===== src/rtl/core/cfce_pkg.sv =====
// Package with the shared types, frame constants and CRC function of the framed command encoder.
`default_nettype none

package cfce_pkg;

    // Field widths of one request and one frame byte.
    localparam int unsigned TargetWidth  = 8;
    localparam int unsigned CommandWidth = 8;
    localparam int unsigned ValueWidth   = 16;
    localparam int unsigned ByteWidth    = 8;
    localparam int unsigned InDataWidth  = 40;
    localparam int unsigned IdxWidth     = 4;

    // Link framing bytes.
    localparam logic [ByteWidth-1:0] FRAME_DLE   = 8'd11;
    localparam logic [ByteWidth-1:0] FRAME_START = 8'd2;
    localparam logic [ByteWidth-1:0] FRAME_END   = 8'd3;
    localparam logic [ByteWidth-1:0] SIZE_SHORT  = 8'd4;
    localparam logic [ByteWidth-1:0] SIZE_LONG   = 8'd5;
    localparam logic [ByteWidth-1:0] CRC_POLY    = 8'h07;

    // Largest value that still goes out as a single byte.
    localparam logic [ValueWidth-1:0] SHORT_VALUE_MAX = 16'd255;

    // Byte positions inside a frame.
    localparam logic [IdxWidth-1:0] POS_DLE_HEAD = 4'd0;
    localparam logic [IdxWidth-1:0] POS_START    = 4'd1;
    localparam logic [IdxWidth-1:0] POS_SEQ      = 4'd2;
    localparam logic [IdxWidth-1:0] POS_SIZE     = 4'd3;
    localparam logic [IdxWidth-1:0] POS_COMMAND  = 4'd4;
    localparam logic [IdxWidth-1:0] POS_TARGET   = 4'd5;
    localparam logic [IdxWidth-1:0] POS_VALUE_LO = 4'd6;
    localparam logic [IdxWidth-1:0] POS_SEVEN    = 4'd7;
    localparam logic [IdxWidth-1:0] POS_EIGHT    = 4'd8;
    localparam logic [IdxWidth-1:0] POS_NINE     = 4'd9;
    localparam logic [IdxWidth-1:0] POS_TEN      = 4'd10;

    // One classified request as it waits for the serializer.
    typedef struct packed {
        logic                    long_value;
        logic                    sequence_bit;
        logic [ValueWidth-1:0]   value;
        logic [CommandWidth-1:0] command_code;
        logic [TargetWidth-1:0]  target_id;
    } desc_t;

    // Queue status seen by the front and the back.
    typedef struct packed {
        logic full;
        logic not_empty;
    } queue_status_t;

    // One byte step of a CRC-8, MSB first, no reflection.
    function automatic logic [ByteWidth-1:0] crc8_update(
        input logic [ByteWidth-1:0] crc,
        input logic [ByteWidth-1:0] data
    );
        logic [ByteWidth-1:0] r;
        r = crc ^ data;
        for (int i = 0; i < ByteWidth; i++) begin
            if (r[ByteWidth-1]) begin
                r = {r[ByteWidth-2:0], 1'b0} ^ CRC_POLY;
            end else begin
                r = {r[ByteWidth-2:0], 1'b0};
            end
        end
        return r;
    endfunction

endpackage

`default_nettype wire


===== src/rtl/core/cfce_front.sv =====
// Front end: unpacks an incoming request item and classifies its value length.
`default_nettype none

module cfce_front (
    input  wire logic                                s_tvalid,
    output logic                                     s_tready,
    input  wire logic [cfce_pkg::InDataWidth-1:0]    s_tdata,
    input  wire cfce_pkg::queue_status_t             q_status,
    output logic                                     push,
    output cfce_pkg::desc_t                          push_desc
);

    // Take an item whenever the queue has room.
    assign s_tready = ~q_status.full;
    assign push     = s_tvalid & ~q_status.full;

    // Split tdata into fields and decide between the short and long frame.
    always_comb begin
        push_desc.target_id    = s_tdata[7:0];
        push_desc.command_code = s_tdata[15:8];
        push_desc.value        = s_tdata[31:16];
        push_desc.sequence_bit = s_tdata[32];
        push_desc.long_value   = (s_tdata[31:16] > cfce_pkg::SHORT_VALUE_MAX);
    end

endmodule

`default_nettype wire


===== src/rtl/core/cfce_queue.sv =====
// Two-entry queue of classified requests between the front end and the serializer.
`default_nettype none

module cfce_queue (
    input  wire logic                    aclk,
    input  wire logic                    aresetn,
    input  wire logic                    push,
    input  wire cfce_pkg::desc_t         push_desc,
    input  wire logic                    pop,
    output cfce_pkg::desc_t              head_desc,
    output cfce_pkg::queue_status_t      status
);

    cfce_pkg::desc_t mem_reg [2];
    logic            wr_ptr_reg, wr_ptr_next;
    logic            rd_ptr_reg, rd_ptr_next;
    logic [1:0]      count_reg, count_next;

    // Pointer and fill count update.
    always_comb begin
        wr_ptr_next = wr_ptr_reg ^ push;
        rd_ptr_next = rd_ptr_reg ^ pop;
        count_next  = count_reg + {1'b0, push} - {1'b0, pop};
    end

    always_ff @(posedge aclk) begin
        if (!aresetn) begin
            wr_ptr_reg <= 1'b0;
            rd_ptr_reg <= 1'b0;
            count_reg  <= 2'd0;
        end else begin
            wr_ptr_reg <= wr_ptr_next;
            rd_ptr_reg <= rd_ptr_next;
            count_reg  <= count_next;
        end
    end

    // Entry storage; payload needs no reset.
    always_ff @(posedge aclk) begin
        if (push) begin
            mem_reg[wr_ptr_reg] <= push_desc;
        end
    end

    assign head_desc        = mem_reg[rd_ptr_reg];
    assign status.full      = count_reg[1];
    assign status.not_empty = (count_reg != 2'd0);

endmodule

`default_nettype wire


===== src/rtl/core/cfce_back.sv =====
// Serializer: frames the head request with a running CRC, one byte per cycle unless stalled.
`default_nettype none

module cfce_back (
    input  wire logic                              aclk,
    input  wire logic                              aresetn,
    input  wire cfce_pkg::desc_t                   head_desc,
    input  wire cfce_pkg::queue_status_t           q_status,
    output logic                                   pop,
    output logic                                   m_tvalid,
    input  wire logic                              m_tready,
    output logic [cfce_pkg::ByteWidth-1:0]         m_tdata,
    output logic                                   m_tlast
);

    logic [cfce_pkg::IdxWidth-1:0]  idx_reg, idx_next;
    logic [cfce_pkg::ByteWidth-1:0] crc_reg, crc_next;
    logic                           m_valid_reg, m_valid_next;
    logic [cfce_pkg::ByteWidth-1:0] m_data_reg;
    logic                           m_last_reg;

    logic [cfce_pkg::ByteWidth-1:0] cur_byte;
    logic                           cur_last;
    logic                           in_body;
    logic                           emit;

    // A new byte enters the output register when a request waits and it is empty or drains.
    assign emit = q_status.not_empty & (~m_valid_reg | m_tready);
    assign pop  = emit & cur_last;

    // Select the frame byte at the current position.
    always_comb begin
        cur_byte = cfce_pkg::FRAME_END;
        cur_last = 1'b0;
        in_body  = 1'b0;
        case (idx_reg)
            cfce_pkg::POS_DLE_HEAD: cur_byte = cfce_pkg::FRAME_DLE;
            cfce_pkg::POS_START:    cur_byte = cfce_pkg::FRAME_START;
            cfce_pkg::POS_SEQ: begin
                cur_byte = {{(cfce_pkg::ByteWidth-1){1'b0}}, head_desc.sequence_bit};
            end
            cfce_pkg::POS_SIZE: begin
                cur_byte = head_desc.long_value ? cfce_pkg::SIZE_LONG : cfce_pkg::SIZE_SHORT;
                in_body  = 1'b1;
            end
            cfce_pkg::POS_COMMAND: begin
                cur_byte = head_desc.command_code;
                in_body  = 1'b1;
            end
            cfce_pkg::POS_TARGET: begin
                cur_byte = head_desc.target_id;
                in_body  = 1'b1;
            end
            cfce_pkg::POS_VALUE_LO: begin
                cur_byte = head_desc.value[7:0];
                in_body  = 1'b1;
            end
            cfce_pkg::POS_SEVEN: begin
                cur_byte = head_desc.long_value ? head_desc.value[15:8] : crc_reg;
                in_body  = head_desc.long_value;
            end
            cfce_pkg::POS_EIGHT: begin
                cur_byte = head_desc.long_value ? crc_reg : cfce_pkg::FRAME_DLE;
            end
            cfce_pkg::POS_NINE: begin
                cur_byte = head_desc.long_value ? cfce_pkg::FRAME_DLE : cfce_pkg::FRAME_END;
                cur_last = ~head_desc.long_value;
            end
            cfce_pkg::POS_TEN: begin
                cur_byte = cfce_pkg::FRAME_END;
                cur_last = 1'b1;
            end
            default: begin
                cur_byte = cfce_pkg::FRAME_END;
                cur_last = 1'b1;
            end
        endcase
    end

    // Position counter advances with each emitted byte; the running CRC takes in body bytes.
    always_comb begin
        idx_next = idx_reg;
        crc_next = crc_reg;
        if (emit) begin
            if (cur_last) begin
                idx_next = cfce_pkg::POS_DLE_HEAD;
                crc_next = '0;
            end else begin
                idx_next = idx_reg + 1'b1;
                if (in_body) begin
                    crc_next = cfce_pkg::crc8_update(crc_reg, cur_byte);
                end
            end
        end
    end

    // Output valid follows new bytes and drains on acceptance.
    always_comb begin
        m_valid_next = m_valid_reg;
        if (emit) begin
            m_valid_next = 1'b1;
        end else if (m_tready) begin
            m_valid_next = 1'b0;
        end
    end

    always_ff @(posedge aclk) begin
        if (!aresetn) begin
            idx_reg     <= cfce_pkg::POS_DLE_HEAD;
            crc_reg     <= '0;
            m_valid_reg <= 1'b0;
        end else begin
            idx_reg     <= idx_next;
            crc_reg     <= crc_next;
            m_valid_reg <= m_valid_next;
        end
    end

    // Output payload register.
    always_ff @(posedge aclk) begin
        if (emit) begin
            m_data_reg <= cur_byte;
            m_last_reg <= cur_last;
        end
    end

    assign m_tvalid = m_valid_reg;
    assign m_tdata  = m_data_reg;
    assign m_tlast  = m_last_reg;

endmodule

`default_nettype wire


===== src/rtl/core/crc8_framed_command_encoder.sv =====
// Top level of the CRC-8 framed command encoder.
// A taken request is written into the queue, then its first byte into the output register.
// Throughput: one frame byte per cycle unless m_tready stalls it; a frame is 10 bytes
// (value up to 255) or 11 bytes (larger value), as the byte serializer sends it.
// A two-entry request queue lets one more request be taken while the current frame is sent.
// Reset: synchronous, active low; it empties the queue and the output register.
`default_nettype none

module crc8_framed_command_encoder (
    input  wire logic                              aclk,
    input  wire logic                              aresetn,
    input  wire logic                              s_tvalid,
    output logic                                   s_tready,
    // s_tdata from bit 0: target_id[7:0], command_code[15:8], value[31:16],
    // sequence_bit[32], zero padding[39:33]
    input  wire logic [cfce_pkg::InDataWidth-1:0]  s_tdata,
    output logic                                   m_tvalid,
    input  wire logic                              m_tready,
    // m_tdata from bit 0: frame_byte[7:0]
    output logic [cfce_pkg::ByteWidth-1:0]         m_tdata,
    // m_tlast: last_byte
    output logic                                   m_tlast
);

    logic                    push;
    logic                    pop;
    cfce_pkg::desc_t         push_desc;
    cfce_pkg::desc_t         head_desc;
    cfce_pkg::queue_status_t q_status;

    // Request intake and classification.
    cfce_front u_front (
        .s_tvalid  (s_tvalid),
        .s_tready  (s_tready),
        .s_tdata   (s_tdata),
        .q_status  (q_status),
        .push      (push),
        .push_desc (push_desc)
    );

    // Decoupling queue.
    cfce_queue u_queue (
        .aclk      (aclk),
        .aresetn   (aresetn),
        .push      (push),
        .push_desc (push_desc),
        .pop       (pop),
        .head_desc (head_desc),
        .status    (q_status)
    );

    // Frame serializer.
    cfce_back u_back (
        .aclk      (aclk),
        .aresetn   (aresetn),
        .head_desc (head_desc),
        .q_status  (q_status),
        .pop       (pop),
        .m_tvalid  (m_tvalid),
        .m_tready  (m_tready),
        .m_tdata   (m_tdata),
        .m_tlast   (m_tlast)
    );

endmodule

`default_nettype wire


===== config.mk =====
export PLATFORM = sky130hd
export DESIGN_NAME = crc8_framed_command_encoder
export DESIGN_NICKNAME = d
export VERILOG_FILES = /design/src/rtl/core/cfce_pkg.sv /design/src/rtl/core/cfce_front.sv /design/src/rtl/core/cfce_queue.sv /design/src/rtl/core/cfce_back.sv /design/src/rtl/core/crc8_framed_command_encoder.sv
export SDC_FILE = /design/constraint.sdc
export NUM_CORES = 1
export LEC_CHECK = 0
export BUFFER_PORTS_ARGS = -buffer_cell sky130_fd_sc_hd__buf_2
export CORE_MARGIN = 2
export CORE_UTILIZATION = 30
export CTS_CLUSTER_SIZE = 28
export DETAILED_ROUTE_END_ITERATION = 10
export SLEW_MARGIN = 0
export SYNTH_ARGS = -nofsm -noshare
export SYNTH_HDL_FRONTEND = slang
export SYNTH_SLANG_ARGS = --single-unit

===== constraint.sdc =====
create_clock -name aclk -period 6.15 [get_ports aclk]
set_clock_uncertainty 0.2 [all_clocks]
set_input_delay 1.23 -clock aclk [delete_from_list [all_inputs] [get_ports aclk]]
set_output_delay 1.23 -clock aclk [all_outputs]
set_load 0.1 [all_outputs]

==> results of run 1 <==
-- area by class of cell --
cell class                      instances  share of cell area (%)
Clock buffer                           12                    4.62
Clock inverter                          4                    1.83
Inverter                                9                   0.660
Multi-Input combinational cell        212                    31.0
Sequential cell                        95                    52.2
Tap cell                              184                    4.50
Timing Repair Buffer                   51                    5.18
-- layer usage --
| layer | global-route usage (%) | vias to the layer above | part of all wire, % |
|---|---|---|---|
| li1 | - | 1333 | - |
| met2 | 17.1 | 71 | 45 |
| met5 | 0 | - | 0 |
| met3 | 3.25 | 12 | 5.8 |
| met4 | 5.03 | 0 | 1.6 |
| met1 | 16.0 | 1314 | 48 |
-- kinds of logic after synthesis --
| group | Yosys count | share of synthesized area (%) |
|---|---|---|
| flip-flops | 95 | 60.9 |
| XOR/XNOR | 19 | 4.59 |
| adder cells (fa/ha/maj) | 8 | 2.28 |
| multiplexers | 32 | 8.21 |
| AO/OA/AOI/OAI | 62 | 10.4 |
| AND/OR/NAND/NOR | 91 | 10.7 |
| buffers and inverters | 21 | 2.94 |
-- worst reg2reg max path, stage by stage (launching register included) --
cell      delay (ps)
dfxtp_2          310
buf_4            460
mux2i_4          480
nor2_1           160
a211oi_1         520
mux2i_1          400
xor2_1           290
xor2_1           110
a22oi_1          160
nor2b_1           60
-- worst max path at each step --
stage	start	end	slack, ps	cells after the start
final	flip-flop	u_back.crc_reg[6]	2910	9
after floorplan	m_tready	u_queue.count_reg[1]	2730	9
after global routing	flip-flop	u_back.crc_reg[6]	2580	9
after global placement	flip-flop	u_back.crc_reg[6]	2930	9
after CTS	flip-flop	u_back.crc_reg[6]	2910	9
after detailed placement	flip-flop	u_back.crc_reg[6]	2930	9
-- placed cells by master, fill, tap and decap left out, types with 8 or more instances in the layout --
| cell type | instances |
|---|---|
| dfxtp_1 | 17 |
| o22ai_1 | 9 |
| ha_1 | 8 |
| buf_2 | 47 |
| clkbuf_16 | 9 |
| nand2_1 | 29 |
| mux2i_1 | 24 |
| inv_1 | 9 |
| nor2_1 | 17 |
| xnor2_1 | 10 |
| edfxtp_1 | 77 |
-- report_power, final --
| group | switching [W] | total, W | leakage, nW | internal [W] |
|---|---|---|---|---|
| logic | 0.000516 | 0.000728 | 0.846 | 0.000212 |
| registers | 0.0000352 | 0.000875 | 0.860 | 0.000840 |
| clock network | 0.000224 | 0.000620 | 0.158 | 0.000396 |
| total | 0.000775 | 0.00222 | 1.86 | 0.00145 |
-- synthesized netlist by cell type, types with 7 or more instances --
master	instances	share of area, %
nand2_1	29	2.5
o21ai_0	7	0.80
dfxtp_1	18	8.2
ha_1	8	2.3
nor2b_1	7	1.0
xnor2_1	10	2.0
edfxtp_1	77	53
inv_1	9	0.77
o22ai_1	9	1.3
mux2i_1	24	5.5
nor2_1	17	1.5
-- per-stage QoR --
step / util, % / std cells
floorplan: - / 328
global placement: 33.2 / 551
detailed placement: 33.2 / 551
CTS: 35.5 / 567
global route: 35.5 / 567
finish: 35.5 / 567
==> summary.txt, run 1 <==
Drt
  – Vias per std cell: 4.81
  – Initial DRC Count: 159
  – Drt first pass iters: 4
  – WL per Instance: 15.6 microns
  – Via count: 2730
  – Post-route ant nets: 0
  – Total wire length: 8.84 mm
  – DRC: 0

Synth
  – Syn avg cell area: 13.4 sq um
  – Mapped Cells: 328
  – Ys Warns: 0
  – Synth cell types: 58
  – Seq/Total Area, Yosys: 60.9%
  – #FFs+latches synth: 95
  – Main synth FF type: edfxtp_1
  – Mapped cell area: 0.00439 sq mm
  – Async SR Flop Fraction: 0%
  – Syn Nets: 380
  – Post-synth EDFFs: 77

STA
  – Fin crit period: 3240 ps
  – Worst-Margin Slew: 574 ps
  – Fmax: 308 MHz
  – Tcrit/Tclk final: 52.7%
  – Max-slew headroom: 61.5%
  – RSZ-0062 raised after global routing: false
  – Final worst slack: 2910 ps
  – Final Hold Viols: 0
  – Setup violators final: 0
  – Worst hold slack: 280 ps
  – Fin. max-slew vios: 0
  – TNS Setup: 0 ps

Floorplanning
  – I/O Pins: 55
  – Die width: 125 microns
  – Core ar.: 0.0144 sq mm
  – Starting Density: 30.4%
  – Die H: 125 microns
  – Rows: 44
  – Die footprint: 0.0156 sq mm

CTS
  – CTS Buf Count: 9
  – # Post-CTS Setup Buffers: 0
  – CTS clock-pin slew for the worst setup and hold paths: 60 ps
  – CTS Root Cell: clkbuf_16
  – CTS tree: built
  – Hold buffer count at CTS: 0
  – Later-pin clock latency in the skew report: 340 ps
  – CTS Buffer Depth: 2
  – Htree depth: 3
  – Sink Count: 95
  – PostCTS Resize Cnt: 0

Worst setup path
  – Critical Path End Type: flip-flop
  – RR Endpoint: u_back.crc_reg[6]
  – Critical path data required time: 6180 ps
  – WP data arrival: 3280 ps
  – CP cell instances: buf_4, mux2i_4, nor2_1, a211oi_1, mux2i_1, xor2_1, xor2_1, a22oi_1, nor2b_1
  – Crit path top cell by count: xor2_1
  – Critical-path maximum fanout: 34
  – Worst setup path class: flip-flop to flip-flop
  – Startpoint Class: flip-flop
  – Delay-heaviest family, CP: multiplexers
  – CP Buf/Inv Count: 1
  – Slowest stage delay, CP: 520 ps
  – Reg-to-reg setup timing slack: 2910 ps
  – Crit path max-delay cell type: a211oi_1
  – R2R cell count: 9

Finish
  – Area Overhead vs Synth: 16.7%
  – Max FFs per register: 68
  – Final design area excluding fillers: 0.00512 sq mm
  – Fillers: 1426
  – Layout cell share with drive strength beyond 1: 21.4%
  – Multi-input combinational cell area: 0.00159 sq mm
  – Antenna cells: 0
  – Nets: 430
  – Register area: 0.00267 sq mm

Global routing
  – Global-route usage over all layers: 11.6%
  – Initial antenna violation count: 0
  – Vias in the first global route: 2767
  – Grt total ovfl: 0
  – First-pass GRT wire length: 14.2 mm
  – Largest net degree at the start of global routing: 35

Pwr
  – Power Dens Cells: 434 mW/mm^2
  – Power, Total: 0.00222 W
  – VDD IR max: 0.000150 V
  – Leakage power: 1.86 nW

Placed design
  – Placement Cell Area: 0.00479 sq mm
  – GPL Wtd Cong: 0.863
  – Final HPWL DP: 6.21 mm
  – Port-buffer cells: 47
  – Pre-CTS WS: 2930 ps

Hold path
  – WHS Endpoint: u_back.m_tvalid
  – Critical hold path startpoint: u_queue.count_reg[0]
  – Hold path cells: 1
  – Worst hold path type: flip-flop to flip-flop

Outcome
  – Status: finished, final reports clean

Flow run
  – Max-Cap Viols: 0
Note: power is estimated with default switching activity, not from simulation.
==> run 2, diff against run 1 <==
clock period = 3.4 ns   (was 6.15 ns; I/O delays follow)
==> run 2 against run 1 <==
Against the previous run: global-route usage up 0.13 points; power up 77%; clock-buffer cell count down 2; fmax up 4.3%; combinational power up 80%; cell area up 0.51%; critical path type unchanged.
==> summary.txt, run 2 (synthesis results as in run 1) <==
Outcome
  – Status: finished, final reports clean

Pwr
  – Net Sw Power: 0.00144 W
  – Switching share of power: 36.5%
  – Leakage power: 1.89 nW
  – Power Dens Cells: 764 mW/mm^2
  – Power, Total: 0.00393 W
  – VDD IR max: 0.000345 V
  – Power share of the clock group: 25.9%
  – Internal: 0.00250 W
  – Reg power frac: 40.8%
  – Logic pwr share: 33.3%

Global routing
  – Vias in the first global route: 2703
  – Initial antenna violation count: 0
  – First-pass GRT wire length: 14.3 mm
  – Global-route usage over all layers: 11.7%
  – Grt total ovfl: 0
  – GR Util met1: 16.0%
  – Largest net degree at the start of global routing: 35
  – GRT busiest layer: met2
  – GR Layer Usage met3: 3.59%
  – M2 GR Usage: 17.9%

STA
  – TNS Setup: 0 ps
  – Max-slew headroom: 67.5%
  – RSZ-0062 raised after global routing: false
  – Fin. max-slew vios: 0
  – Fmax: 322 MHz
  – Fin crit period: 3110 ps
  – Final Hold Viols: 0
  – Tcrit/Tclk final: 91.4%
  – Setup violators final: 0
  – Worst-Margin Slew: 487 ps

Floorplanning
  – I/O Pins: 55
  – Rows: 44
  – Die H: 125 microns
  – Starting Density: 30.4%
  – Core ar.: 0.0144 sq mm
  – Die width: 125 microns
  – Die footprint: 0.0156 sq mm

Flow run
  – Max-Cap Viols: 0

Finish
  – Antenna cells: 0
  – Most common cell after layout, fill and taps aside: edfxtp_1
  – Most frequent cells in the layout: edfxtp_1, buf_2, nand2_1, mux2i_1
  – Area Overhead vs Synth: 17.3%
  – Nets: 437
  – Layout cell share with drive strength beyond 1: 23.6%
  – Register area: 0.00267 sq mm
  – Multi-input combinational cell area: 0.00159 sq mm
  – Max FFs per register: 68
  – Fillers: 1452

CTS
  – CTS Buf Count: 9
  – Htree depth: 3
  – Later-pin clock latency in the skew report: 340 ps
  – CTS tree: built
  – Hold buffer count at CTS: 0
  – CTS Root Cell: clkbuf_16
  – # Post-CTS Setup Buffers: 0
  – CTS clock-pin slew for the worst setup and hold paths: 70 ps
  – Sink Count: 95
  – CTS Buffer Depth: 2
  – PostCTS Resize Cnt: 0

Worst setup path
  – Crit path max-delay cell type: xnor3_1
  – Startpoint Class: flip-flop
  – Critical Path End Type: flip-flop
  – Worst setup path class: flip-flop to flip-flop
  – Reg-to-reg setup timing slack: 290 ps
  – R2R cell count: 9
  – Critical path data required time: 3470 ps
  – WP data arrival: 3180 ps
  – Slowest stage delay, CP: 480 ps
  – CP cell instances: inv_1, ha_1, nand3b_1, o22ai_1, a211o_1, mux2i_1, xnor3_1, xor2_1, o21ai_1
  – Critical-path maximum fanout: 11

Drt
  – DRC: 0
  – Total wire length: 8.86 mm
  – WL per Instance: 15.4 microns
  – Drt first pass iters: 4
  – Via count: 2732
  – Vias per std cell: 4.76
  – Post-route ant nets: 0
  – Initial DRC Count: 151

Placed design
  – Final HPWL DP: 6.37 mm
  – GPL Wtd Cong: 0.866
  – Port-buffer cells: 47

Hold path
  – Worst hold path type: flip-flop to flip-flop
  – Hold path cells: 2
-- run 2: cell types whose count changed in the layout (fill, tap and decap cells not counted), sizes merged --
cell | previous run | this run
bufinv | 3 | 1
clkbuf | 12 | 10
clkinvlp | 0 | 1
buf | 51 | 58
inv | 9 | 13
clkinv | 1 | 0
-- run 2: layout make-up --
type                            instances  share of cell area [%]
Clock buffer                           10                    4.45
Clock inverter                          6                    1.46
Inverter                                9                   0.656
Multi-Input combinational cell        212                    30.8
Sequential cell                        95                    51.9
Tap cell                              184                    4.47
Timing Repair Buffer                   58                    6.17
-- run 2: stage by stage --
step                      utilization [%]  worst slack (ps)  std cells  instance area [sq um]  hold slack, ps
final                                35.7               291        574                   5150             290
after global routing                 35.7              56.1        574                   5150             309
after CTS                            35.7               295        574                   5150             284
after detailed placement             33.6               307        558                   4840             263
after global placement               33.6               393        558                   4840             261
after floorplan                         -               321        328                   4390             239
-- run 2: final timing paths --
| check | start | end |
|---|---|---|
| min reg2reg | u_back.crc_reg[4] | u_back.crc_reg[4] |
| min | u_back.crc_reg[4] | u_back.crc_reg[4] |
| max reg2reg | u_back.idx_reg[0] | u_back.crc_reg[2] |
| max | u_back.idx_reg[0] | u_back.crc_reg[2] |
-- run 2: worst max-delay path, delay by kind of cell (launching register included) --
family / cells / cell delay [ps]
DFF: 1 / 370
and+or+nand+nor: 1 / 380
buffers and inverters: 1 / 110
adders and majority gates: 1 / 400
xor gates and xnor gates: 2 / 630
AOI/OAI and AO/OA: 3 / 600
muxes: 1 / 330
-- run 2: power groups by stage --
stage / Combinational [W] / Sequential, W / Clock, W
after floorplan: 0.000725 / 0.00196 / 0
after global placement: 0.00129 / 0.00163 / 0
after detailed placement: 0.00132 / 0.00163 / 0
after CTS: 0.00133 / 0.00161 / 0.00105
after global routing: 0.00141 / 0.00162 / 0.00110
final: 0.00131 / 0.00160 / 0.00102
-- run 2: routing by layer --
metal / part of all wire [%] / wire length (microns)
met1: 47 / 4140
met2: 45 / 3990
met3: 6.7 / 598
met4: 1.5 / 136
met5: 0 / 0
==> run 3, diff against run 2 <==
BUFFER_PORTS_ARGS = default   (was -buffer_cell sky130_fd_sc_hd__buf_2)
DONT_BUFFER_PORTS = 1   (was default)
SLEW_MARGIN = default   (was 0)
SYNTH_HIERARCHICAL = 1   (was default)
==> run 3 against run 2 <==
Against the previous run: global-route usage decreased by 0.087 points; flip-flop and latch count did not move; worst setup slack got worse by 100 ps; largest power group unchanged.
==> summary.txt, run 3 <==
STA
  – Max-slew headroom: 38.7%
  – Fin crit period: 3210 ps
  – Final Hold Viols: 0
  – TNS Setup: 0 ps
  – Worst-Margin Slew: 922 ps
  – Tcrit/Tclk final: 94.5%
  – RSZ-0062 raised after global routing: false
  – Setup violators final: 0
  – Fmax: 311 MHz
  – Fin. max-slew vios: 0

Hold path
  – Worst hold path type: input pin to flip-flop

CTS
  – CTS Root Cell: clkbuf_16
  – Later-pin clock latency in the skew report: 350 ps
  – CTS clock-pin slew for the worst setup and hold paths: 70 ps
  – CTS Buf Count: 9
  – CTS tree: built
  – Htree depth: 3
  – Sink Count: 95
  – CTS Buffer Depth: 2
  – # Post-CTS Setup Buffers: 0
  – Hold buffer count at CTS: 0

Global routing
  – First-pass GRT wire length: 16.2 mm
  – Global-route usage over all layers: 11.6%
  – Grt total ovfl: 0
  – Largest net degree at the start of global routing: 35
  – Initial antenna violation count: 0
  – Vias in the first global route: 3018

Synth
  – Post-synth EDFFs: 77
  – Seq/Total Area, Yosys: 51.3%
  – Synth cell types: 74
  – Ys Warns: 6
  – Top cell type's share of synthesized area: 44.3%
  – #FFs+latches synth: 95
  – Main synth FF type: edfxtp_1
  – Syn avg cell area: 12.7 sq um
  – Synth top cells by count: edfxtp_1, buf_4, mux2_4, nor2_1, nand2_1
  – Mapped Cells: 409
  – Leading area contributor after synthesis: edfxtp_1
  – Mapped cell area: 0.00521 sq mm
  – Syn Nets: 462
  – Ranking of synthesized cells by area: edfxtp_1, mux2_4, dfxtp_1
  – Async SR Flop Fraction: 0%
  – Most frequent cell after synthesis: edfxtp_1

Finish
  – Antenna cells: 0
  – Final design area excluding fillers: 0.00552 sq mm
  – Nets: 433
  – Most common cell after layout, fill and taps aside: edfxtp_1
  – Max FFs per register: 68
  – Area Overhead vs Synth: 5.88%
  – Finished Layout Cells: 610
  – Most frequent cells in the layout: edfxtp_1, mux2_4, nor2_1, nand2_1, dfxtp_1
  – Layout cell share with drive strength beyond 1: 22.9%

Placed design
  – Final HPWL DP: 7.33 mm
  – Placement Cell Area: 0.00517 sq mm
  – Port-buffer cells: 0
  – GPL Wtd Cong: 0.821
  – Placed insts: 594

Drt
  – WL per Instance: 16.8 microns
  – Post-route ant nets: 0
  – Via count: 2937
  – Vias per std cell: 4.81
  – Initial DRC Count: 204
  – DRC: 0
  – Total wire length: 10.2 mm
  – Drt first pass iters: 4

Flow run
  – Max-Cap Viols: 0

Worst setup path
  – Critical Path End Type: flip-flop
  – Worst setup path class: flip-flop to flip-flop
  – Startpoint Class: flip-flop
  – Critical path data required time: 3440 ps
  – Critical-path maximum fanout: 8
  – WP data arrival: 3250 ps

Floorplanning
  – Die footprint: 0.0184 sq mm
  – Rows: 48
  – Die H: 136 microns
  – Die width: 136 microns
  – Core ar.: 0.0171 sq mm
  – I/O Pins: 55
  – Starting Density: 30.5%

Pwr
  – Leakage power: 1.92 nW
  – Power Dens Cells: 760 mW/mm^2
  – VDD IR max: 0.000345 V

Outcome
  – Status: finished, final reports clean
[run 3: final timing paths]
kind / slack [ps] / from / cells after the start / to
min: 220 / s_tdata[13] / 0 / u_queue/mem_reg[1][13]
max reg2reg: 190 / u_back/idx_reg[0] / 11 / u_back/crc_reg[1]
min reg2reg: 320 / u_back/m_tvalid / 2 / u_back/m_tvalid
max: 190 / u_back/idx_reg[0] / 11 / u_back/crc_reg[1]
[run 3: where the power goes]
part / leakage [nW] / internal [W] / switching (W)
clock: 0.162 / 0.000654 / 0.000442
combinational: 0.893 / 0.000543 / 0.000739
sequential: 0.860 / 0.00149 / 0.000332
total: 1.92 / 0.00268 / 0.00151
[run 3: area by class of cell]
class	instances	area, sq um
clock buffers	9	225
clock inverters	7	103
fillers	1688	11600
inverters	13	48.8
multi-input cells	245	2060
flip-flops and latches	95	2670
well taps	225	282
repair buffers	16	133
[run 3: critical path, stage by stage, from the launching register on]
cell and delay (ps):
dfxtp_1 440, inv_1 120, ha_2 290, buf_4 180, a222oi_1 430, a21o_1 260, o211ai_1 150, and4b_4 240
nor4b_4 310, xor2_1 220, o21bai_1 80, a22o_1 170
[run 3: kinds of logic after synthesis]
kind of cell / share of synthesized area, %
flops: 51.3
mux: 10.7
xor+xnor: 3.50
buf+inv: 9.70
compound gates: 11.2
simple gates: 11.5
fa+ha+maj: 2.16
[run 3: metrics by stage]
step	util, %	hold WS, ps	power [W]	setup WS, ps
2_1_floorplan	-	277	0.00289	311
3_3_place_gp	30.2	301	0.00310	155
3_5_place_dp	30.2	310	0.00313	129
4_1_cts	32.1	213	0.00424	87.0
5_1_grt	32.3	202	0.00441	10.9
6_report	32.3	224	0.00420	189
[run 3: what timing repair did]
action	CTS	global route
gates resized for setup	0	5
endpoints found under the setup margin	0	9
hold endpoints to repair	0	0
[run 3: routing by layer]
metal | part of all wire, % | track usage (%)
met3 | 5.5 | 3.77
met4 | 1.5 | 4.17
met5 | 0 | 0
met2 | 48 | 19.2
met1 | 45 | 14.3
